[src/sv/swrh_pkg.sv]
package swrh_pkg;

    localparam int unsigned US_PER_MS = 1000;
    localparam int unsigned PRE_W     = 10;
    localparam logic [15:0] MIN_RUN_RESET = 16'd500;
    localparam logic [31:0] ELAPSED_MAX   = 32'hFFFF_FFFF;

    typedef enum logic [2:0] {
        REQ_TICK   = 3'd0,
        REQ_TOGGLE = 3'd1,
        REQ_ARM    = 3'd2,
        REQ_START  = 3'd3,
        REQ_STOP   = 3'd4,
        REQ_SETPWR = 3'd5,
        REQ_CLEAR  = 3'd6,
        REQ_READ   = 3'd7
    } t_req;

    typedef enum logic [3:0] {
        PH_IDLE    = 4'b0001,
        PH_ARMED   = 4'b0010,
        PH_RUNNING = 4'b0100,
        PH_STOPPED = 4'b1000
    } t_phase;

    localparam logic [1:0] CODE_IDLE    = 2'd0;
    localparam logic [1:0] CODE_ARMED   = 2'd1;
    localparam logic [1:0] CODE_RUNNING = 2'd2;
    localparam logic [1:0] CODE_STOPPED = 2'd3;

    typedef struct packed {
        logic [31:0] ms;
        logic [15:0] sp;
    } t_entry;

    typedef struct packed {
        logic clr;
        logic shift;
    } t_cell_ctl;

    function automatic logic [1:0] phase_code(input t_phase ph);
        logic [1:0] code;
        case (ph)
            PH_IDLE:    code = CODE_IDLE;
            PH_ARMED:   code = CODE_ARMED;
            PH_RUNNING: code = CODE_RUNNING;
            PH_STOPPED: code = CODE_STOPPED;
            default:    code = CODE_IDLE;
        endcase
        return code;
    endfunction

endpackage

[src/sv/swrh_cell.sv]
module swrh_cell (
    input  logic                i_clk,
    input  swrh_pkg::t_cell_ctl i_ctl,
    input  logic                i_load,
    input  swrh_pkg::t_entry    i_new,
    input  swrh_pkg::t_entry    i_nb,
    output swrh_pkg::t_entry    o_entry
);

    swrh_pkg::t_entry r_entry;
    swrh_pkg::t_entry n_entry;

    always_comb begin
        n_entry = r_entry;
        if (i_ctl.clr) begin
            n_entry = '0;
        end else if (i_ctl.shift) begin
            n_entry = i_nb;
        end else if (i_load) begin
            n_entry = i_new;
        end
    end

    always_ff @(posedge i_clk) begin
        r_entry <= n_entry;
    end

    assign o_entry = r_entry;

endmodule

[src/sv/stopwatch_with_run_history.sv]
// stopwatch with run history
// input channel: i_in_valid / o_in_stall carry one request word (req_type,
// sp_value, entry_index); a word is taken when valid is high and stall low.
// output channel: o_out_valid / i_out_stall carry one result word per request,
// showing the state after the request acted, plus the slot read on a read.
// the result word is registered and appears in the cycle after its request is accepted.
// throughput is one request per cycle; the single output register is the
// only buffer, so a stalled result holds the input off until it is taken.
// saved runs sit in a row of HISTORY_DEPTH cells; a save into a full row
// shifts every cell one step toward slot 0 in the same cycle.
// configuration: i_cfg_valid / o_cfg_ready write min_run_ms; ready is
// always high. write it only while no request is in flight.
// reset (i_rst_n low, synchronous) sets mode off, phase idle, counts to zero,
// min_run_ms to 500 and empties the history; no result word is pending.
module stopwatch_with_run_history #(
    parameter int unsigned HISTORY_DEPTH = 16
) (
    input  logic        i_clk,
    input  logic        i_rst_n,
    input  logic        i_in_valid,
    output logic        o_in_stall,
    input  logic [2:0]  i_req_type,
    input  logic [15:0] i_sp_value,
    input  logic [3:0]  i_entry_index,
    output logic        o_out_valid,
    input  logic        i_out_stall,
    output logic        o_mode_on,
    output logic [1:0]  o_run_phase,
    output logic [31:0] o_elapsed_ms,
    output logic [4:0]  o_run_total,
    output logic [31:0] o_entry_ms,
    output logic [15:0] o_entry_sp,
    input  logic        i_cfg_valid,
    output logic        o_cfg_ready,
    input  logic [15:0] i_cfg_data
);

    localparam int unsigned CW   = $clog2(HISTORY_DEPTH + 1);
    localparam int unsigned RD   = (HISTORY_DEPTH < 16) ? HISTORY_DEPTH : 16;
    localparam int unsigned CMPW = (CW > 4) ? CW : 4;

    logic                          r_mode, n_mode;
    swrh_pkg::t_phase              r_phase, n_phase;
    logic [swrh_pkg::PRE_W-1:0]    r_pre, n_pre;
    logic [swrh_pkg::PRE_W-1:0]    w_pre_inc;
    logic [31:0]                   r_elapsed, n_elapsed;
    logic [15:0]                   r_held, n_held;
    logic [CW-1:0]                 r_count, n_count;
    logic [15:0]                   r_min_run;

    logic        r_out_valid;
    logic        r_out_mode;
    logic [1:0]  r_out_phase;
    logic [31:0] r_out_elapsed;
    logic [4:0]  r_out_total;
    logic [31:0] r_out_ems;
    logic [15:0] r_out_esp;

    logic              w_in_acc;
    logic              w_end_run;
    logic              w_save;
    logic              w_full;
    logic              w_clear;
    swrh_pkg::t_req    w_req;
    swrh_pkg::t_entry  w_new;
    swrh_pkg::t_entry  w_rd;
    swrh_pkg::t_cell_ctl w_ctl;
    swrh_pkg::t_entry  w_cell [HISTORY_DEPTH];

    assign w_in_acc   = i_in_valid && !o_in_stall;
    assign o_in_stall = r_out_valid && i_out_stall;
    assign o_cfg_ready = 1'b1;
    assign w_req      = swrh_pkg::t_req'(i_req_type);
    assign w_full     = (r_count == CW'(HISTORY_DEPTH));
    assign w_pre_inc  = r_pre + 1'b1;
    assign w_new.ms   = r_elapsed;
    assign w_new.sp   = r_held;

    always_comb begin
        n_mode    = r_mode;
        n_phase   = r_phase;
        n_pre     = r_pre;
        n_elapsed = r_elapsed;
        n_held    = r_held;
        w_end_run = 1'b0;
        w_clear   = 1'b0;
        case (w_req)
            swrh_pkg::REQ_TICK: begin
                if (r_phase == swrh_pkg::PH_RUNNING) begin
                    n_pre = w_pre_inc;
                    if (w_pre_inc >= swrh_pkg::PRE_W'(swrh_pkg::US_PER_MS)) begin
                        n_pre = '0;
                        if (r_elapsed != swrh_pkg::ELAPSED_MAX) begin
                            n_elapsed = r_elapsed + 32'd1;
                        end
                    end
                end
            end
            swrh_pkg::REQ_TOGGLE: begin
                n_phase = swrh_pkg::PH_IDLE;
                if (r_mode) begin
                    w_end_run = (r_phase == swrh_pkg::PH_RUNNING);
                    n_mode    = 1'b0;
                end else begin
                    n_mode    = 1'b1;
                    n_elapsed = '0;
                    n_held    = '0;
                end
            end
            swrh_pkg::REQ_ARM: begin
                if (r_mode) begin
                    w_end_run = (r_phase == swrh_pkg::PH_RUNNING);
                    n_elapsed = '0;
                    n_held    = '0;
                    n_phase   = swrh_pkg::PH_ARMED;
                end
            end
            swrh_pkg::REQ_START: begin
                if (r_mode && r_phase == swrh_pkg::PH_ARMED) begin
                    n_pre     = '0;
                    n_elapsed = '0;
                    n_phase   = swrh_pkg::PH_RUNNING;
                end
            end
            swrh_pkg::REQ_STOP: begin
                if (r_phase == swrh_pkg::PH_RUNNING) begin
                    w_end_run = 1'b1;
                    n_phase   = swrh_pkg::PH_STOPPED;
                end
            end
            swrh_pkg::REQ_SETPWR: begin
                n_held = i_sp_value;
            end
            swrh_pkg::REQ_CLEAR: begin
                w_clear = 1'b1;
                n_held  = '0;
                if (r_phase != swrh_pkg::PH_RUNNING) begin
                    n_elapsed = '0;
                end
            end
            default: begin
            end
        endcase
    end

    assign w_save = w_end_run && (r_elapsed >= {16'd0, r_min_run});

    always_comb begin
        n_count = r_count;
        if (w_clear) begin
            n_count = '0;
        end else if (w_save && !w_full) begin
            n_count = r_count + 1'b1;
        end
    end

    assign w_ctl.clr   = w_in_acc && w_clear;
    assign w_ctl.shift = w_in_acc && w_save && w_full;

    // history row, slot 0 oldest; each cell takes its upper neighbor on shift
    for (genvar k = 0; k < HISTORY_DEPTH; k++) begin : g_cell
        swrh_pkg::t_entry w_nb;
        if (k == HISTORY_DEPTH - 1) begin : g_last
            assign w_nb = w_new;
        end else begin : g_mid
            assign w_nb = w_cell[k+1];
        end
        swrh_cell u_cell (
            .i_clk   (i_clk),
            .i_ctl   (w_ctl),
            .i_load  (w_in_acc && w_save && !w_full && (r_count == CW'(k))),
            .i_new   (w_new),
            .i_nb    (w_nb),
            .o_entry (w_cell[k])
        );
    end

    always_comb begin
        w_rd = '0;
        if (w_req == swrh_pkg::REQ_READ &&
            CMPW'(i_entry_index) < CMPW'(r_count)) begin
            for (int j = 0; j < RD; j++) begin
                if (i_entry_index == 4'(j)) begin
                    w_rd = w_cell[j];
                end
            end
        end
    end

    always_ff @(posedge i_clk) begin
        if (!i_rst_n) begin
            r_mode    <= 1'b0;
            r_phase   <= swrh_pkg::PH_IDLE;
            r_pre     <= '0;
            r_elapsed <= '0;
            r_held    <= '0;
            r_count   <= '0;
            r_min_run <= swrh_pkg::MIN_RUN_RESET;
            r_out_valid <= 1'b0;
        end else begin
            if (i_cfg_valid && o_cfg_ready) begin
                r_min_run <= i_cfg_data;
            end
            if (w_in_acc) begin
                r_mode    <= n_mode;
                r_phase   <= n_phase;
                r_pre     <= n_pre;
                r_elapsed <= n_elapsed;
                r_held    <= n_held;
                r_count   <= n_count;
                r_out_valid <= 1'b1;
            end else if (!i_out_stall) begin
                r_out_valid <= 1'b0;
            end
        end
    end

    always_ff @(posedge i_clk) begin
        if (w_in_acc) begin
            r_out_mode    <= n_mode;
            r_out_phase   <= swrh_pkg::phase_code(n_phase);
            r_out_elapsed <= n_elapsed;
            r_out_total   <= 5'(n_count);
            r_out_ems     <= w_rd.ms;
            r_out_esp     <= w_rd.sp;
        end
    end

    assign o_out_valid  = r_out_valid;
    assign o_mode_on    = r_out_mode;
    assign o_run_phase  = r_out_phase;
    assign o_elapsed_ms = r_out_elapsed;
    assign o_run_total  = r_out_total;
    assign o_entry_ms   = r_out_ems;
    assign o_entry_sp   = r_out_esp;

    a_count_bound: assert property (@(posedge i_clk) disable iff (!i_rst_n)
        r_count <= CW'(HISTORY_DEPTH))
        else $error("saved run count beyond history depth");

    a_phase_mode: assert property (@(posedge i_clk) disable iff (!i_rst_n)
        (r_phase != swrh_pkg::PH_IDLE) |-> r_mode)
        else $error("active phase with mode off");

    a_pre_bound: assert property (@(posedge i_clk) disable iff (!i_rst_n)
        r_pre < swrh_pkg::PRE_W'(swrh_pkg::US_PER_MS))
        else $error("prescaler out of range");

    a_clear_total: assert property (@(posedge i_clk) disable iff (!i_rst_n)
        (w_in_acc && w_req == swrh_pkg::REQ_CLEAR) |=> (o_run_total == 5'd0))
        else $error("history not empty after clear");

endmodule
[config.mk]
export PLATFORM = sky130hd
export DESIGN_NAME = stopwatch_with_run_history
export DESIGN_NICKNAME = d
export VERILOG_FILES = /design/src/sv/swrh_pkg.sv /design/src/sv/swrh_cell.sv /design/src/sv/stopwatch_with_run_history.sv
export SDC_FILE = /design/constraint.sdc
export NUM_CORES = 2
export LEC_CHECK = 0
export BUFFER_PORTS_ARGS = -buffer_cell sky130_fd_sc_hd__clkbuf_2
export CAP_MARGIN = 20
export CELL_PAD_IN_SITES_DETAIL_PLACEMENT = 0
export CELL_PAD_IN_SITES_GLOBAL_PLACEMENT = 1
export CORE_ASPECT_RATIO = 1.1
export CORE_MARGIN = 5
export CORE_UTILIZATION = 50
export DETAILED_ROUTE_END_ITERATION = 10
export HOLD_SLACK_MARGIN = 0.06
export PLACE_DENSITY_LB_ADDON = 0.1
export REMOVE_ABC_BUFFERS = 1
export SLEW_MARGIN = 20
export SYNTH_ARGS = -nofsm -noshare
export SYNTH_HDL_FRONTEND = slang
export SYNTH_SLANG_ARGS = --single-unit
[constraint.sdc]
create_clock -name i_clk -period 14.05 [get_ports i_clk]
set_input_delay 2.81 -clock i_clk [delete_from_list [all_inputs] [get_ports i_clk]]
set_output_delay 2.81 -clock i_clk [all_outputs]
set_load 0.02 [all_outputs]
==> results.txt <==
Outcome -> complete, no violations
Ant. Diodes -> 0
Syn-to-layout area delta -> 9.746%
Worst reg2reg path depth -> 11
Min-Delay Path Class -> flip-flop to flip-flop
Post-Place Cell Area -> 46990 sq um
Num CTS Buffers -> 103
Crit. End Element -> flip-flop
Synth Instances -> 5382
Dpl hpwl -> 91.11 mm
Worst-margin pin slew -> 1.190 ns
Critical path startpoint category -> input port
DRT Pass-1 Iters -> 6
Power Density -> 116.7 nW/um^2
Starting Density -> 50.53%
Reg-to-reg startpoint -> r_elapsed[1]$_SDFFE_PN0P_
First-pass GRT wire length -> 251.2 mm
Final setup viols -> 0
# fillers -> 8504
Vias post-DR -> 41775
Initial antenna violation count -> 1
Post-CTS Setup Inserts -> 0
Worst hold start -> g_cell[0].u_cell.o_entry[15]$_SDFFE_PP0P_
Yosys Warn Count -> 0
Final Slew Violations -> 0
Clock-pin slew on the worst setup and hold paths -> 0.06 ns
WHS Endpoint -> g_cell[0].u_cell.o_entry[15]$_SDFFE_PP0P_
Sink Count -> 941
Cell taking the most area after synthesis -> dfxtp_1
H-Tree Depth -> 3
Cell with the most instances after synthesis -> a21oi_1
CTS Root Cell -> clkbuf_16
# hold bufs at CTS -> 0
WP data arrival -> 7.21 ns
Synthesized flop and latch total -> 941
Routed Antenna Nets -> 0
R2r endpoint -> g_cell[5].u_cell.o_entry[10]$_SDFFE_PP0P_
Synth cell types -> 82
Design area -> 50620 sq um
Die area -> 98440 sq um
Worst hold margin -> 0.4527 ns
Number of flops mapped to enable cells by yosys -> 88
Vias per cell -> 6.523
Max Clock Freq -> 151.0 MHz
WL/cell -> 26.40 um
Slew HR -> 20.49%
Vias in the first global route -> 38853
I/O pins -> 135
Post-synth top cells -> a21oi_1 (899), dfxtp_1 (853), o21ai_0 (671)
Clock Path Buffers -> 3
Top cells by area, synth -> dfxtp_1 (37%), mux2i_1 (12%), a21oi_1 (9.8%)
Final nets -> 5210
Setup Crit Path Kind -> input port to flip-flop
Port bufs -> 133
Predominant post-synthesis flop cell -> dfxtp_1
Placer congestion estimate -> 0.8839
CTS tree -> done
# DRC -> 0
Iter 0 DRT Violations -> 4463
Peak supply drop -> 0.0001117 V
Gr usage total -> 32.89%
Post-Syn Area -> 46130 sq um
Max Cap Viol -> 0
DRT Wirelength -> 169.1 mm
Sequential fraction of the synthesis area -> 42.75%
RSZ-0062 raised after global routing -> no
Leakage -> 21.58 nW
R2R setup slack -> 8.27 ns
Clock Skews -> 0.02974 ns
Hold Vio Cnt, Final -> 0
Period utilisation layout -> 47.13%
Core Rows -> 116
Final Total Pwr -> 5.908 mW
Core area -> 91290 sq um
WHS Path Cells -> 2
Fin util -> 55.45%
Largest net degree at the start of global routing -> 247
Ratio of cells with drive above 1 in the final layout -> 10.83%
Async SR Flop Fraction -> 0%
Req. time, crit path -> 14.64 ns
Avg Inst Size Synth -> 8.571 sq um
GRT overflow -> 0
Largest fanout on the critical path -> 246
Die Span X -> 299.6 um
Synth top area share -> 37.02%
Die Y -> 328.6 um
Min Tclk post-route -> 6.621 ns
Post_cts resized -> 0
Clk_lat worst skew -> 0.69 ns
[cells by family after synthesis]
kind of cell | count (synthesis) | share of synthesized area [%]
AO/OA/AOI/OAI | 2168 | 27.08
XOR/XNOR | 10 | 0.1899
adder cells (fa/ha/maj) | 28 | 0.7595
buffers and inverters | 633 | 5.436
flip-flops | 941 | 42.75
multiplexers | 660 | 14.63
other | 1 | 0.008129
AND/OR/NAND/NOR | 941 | 9.157
[state kept, by name, summed over array words and instances, names as in the netlist]
signal and flops:
g_cell.u_cell.o_entry 768, o_elapsed_ms 32, o_entry_ms 32, r_elapsed 32, o_entry_sp 16, r_held 16
r_min_run 16, r_pre 10, o_run_total 5, r_count 5, r_phase 4, o_run_phase 2
o_mode_on 1, o_out_valid 1, r_mode 1
[layer usage]
layer / GRT usage, % / share of wire [%] / wire length (um)
met3: 5.082 / 7.3 / 12350
met5: 0 / 0 / 0
met1: 43.56 / 42 / 71230
met2: 53.91 / 46 / 78280
met4: 13.58 / 4.3 / 7201
[stage by stage]
stage          setup slack (ns)  TNS [ns]  instances
3_3_place_gp              6.830         0       6210
2_1_floorplan            -17.43  -9200.52       4791
5_1_grt                   7.163         0       6404
4_1_cts                   7.548         0       6401
6_report                  7.429         0       6404
3_5_place_dp              6.828         0       6210
[power breakdown]
| part | total, mW | switching, mW | internal (mW) | leakage, nW |
|---|---|---|---|---|
| clock network | 2.89 | 1.15 | 1.74 | 1.77 |
| logic | 0.280 | 0.209 | 0.0714 | 12.0 |
| registers | 2.74 | 0.0132 | 2.72 | 7.76 |
| total | 5.91 | 1.38 | 4.53 | 21.6 |
[worst max-delay path, stage by stage]
cell,delay (ns)
clkbuf_2,0.07
nand2_1,0.06
nand2_1,0.07
buf_4,0.39
inv_6,0.34
buf_4,0.51
nand2_4,0.58
buf_4,0.92
buf_12,0.81
o21ai_0,0.24
a21oi_1,0.19
[how the worst max path moves through the flow]
stage                      from                                          to  slack, ns  cells after the start
detailed placement  i_out_stall   g_cell[1].u_cell.o_entry[38]$_SDFFE_PP0P_       6.83                     11
global placement    i_out_stall   g_cell[1].u_cell.o_entry[38]$_SDFFE_PP0P_       6.83                     11
floorplan           i_out_stall   g_cell[10].u_cell.o_entry[0]$_SDFFE_PP0P_     -17.43                      6
finish              i_out_stall   g_cell[7].u_cell.o_entry[40]$_SDFFE_PP0P_       7.43                     11
CTS                 i_out_stall  g_cell[10].u_cell.o_entry[16]$_SDFFE_PP0P_       7.55                     11
global route        i_out_stall   g_cell[6].u_cell.o_entry[43]$_SDFFE_PP0P_       7.16                     11
[layout by cell type, fill, tap and decap left out, types with 13 or more instances in the layout]
cell type	instances
o22ai_1	56
nand2_1	496
mux2_2	93
mux2i_1	565
nand3_1	102
ha_1	28
clkbuf_8	24
buf_4	101
a22oi_1	234
clkbuf_1	26
dfxtp_1	852
nor2_1	126
clkbuf_2	131
bufinv_16	13
edfxtp_1	88
clkinv_2	16
o31ai_1	15
a31oi_1	60
and3_1	20
inv_1	38
or3_1	25
o221ai_1	58
clkbuf_16	105
a21oi_1	898
a222oi_1	13
nand4_1	26
o211ai_1	14
o21ai_0	669
a221oi_1	52
nor3_1	48
[final cells by class]
cell class	instances	area [sq um]	area share [%]
sequential	941	19720	38.96
clock inverter	36	529.3	1.045
clock buffer	155	3055	6.035
inverter	42	162.7	0.3213
timing repair buffer	242	1570	3.102
tap	1180	1476	2.916
multi-input combinational	3808	24110	47.62
Note: power is estimated with default switching activity, not from simulation.
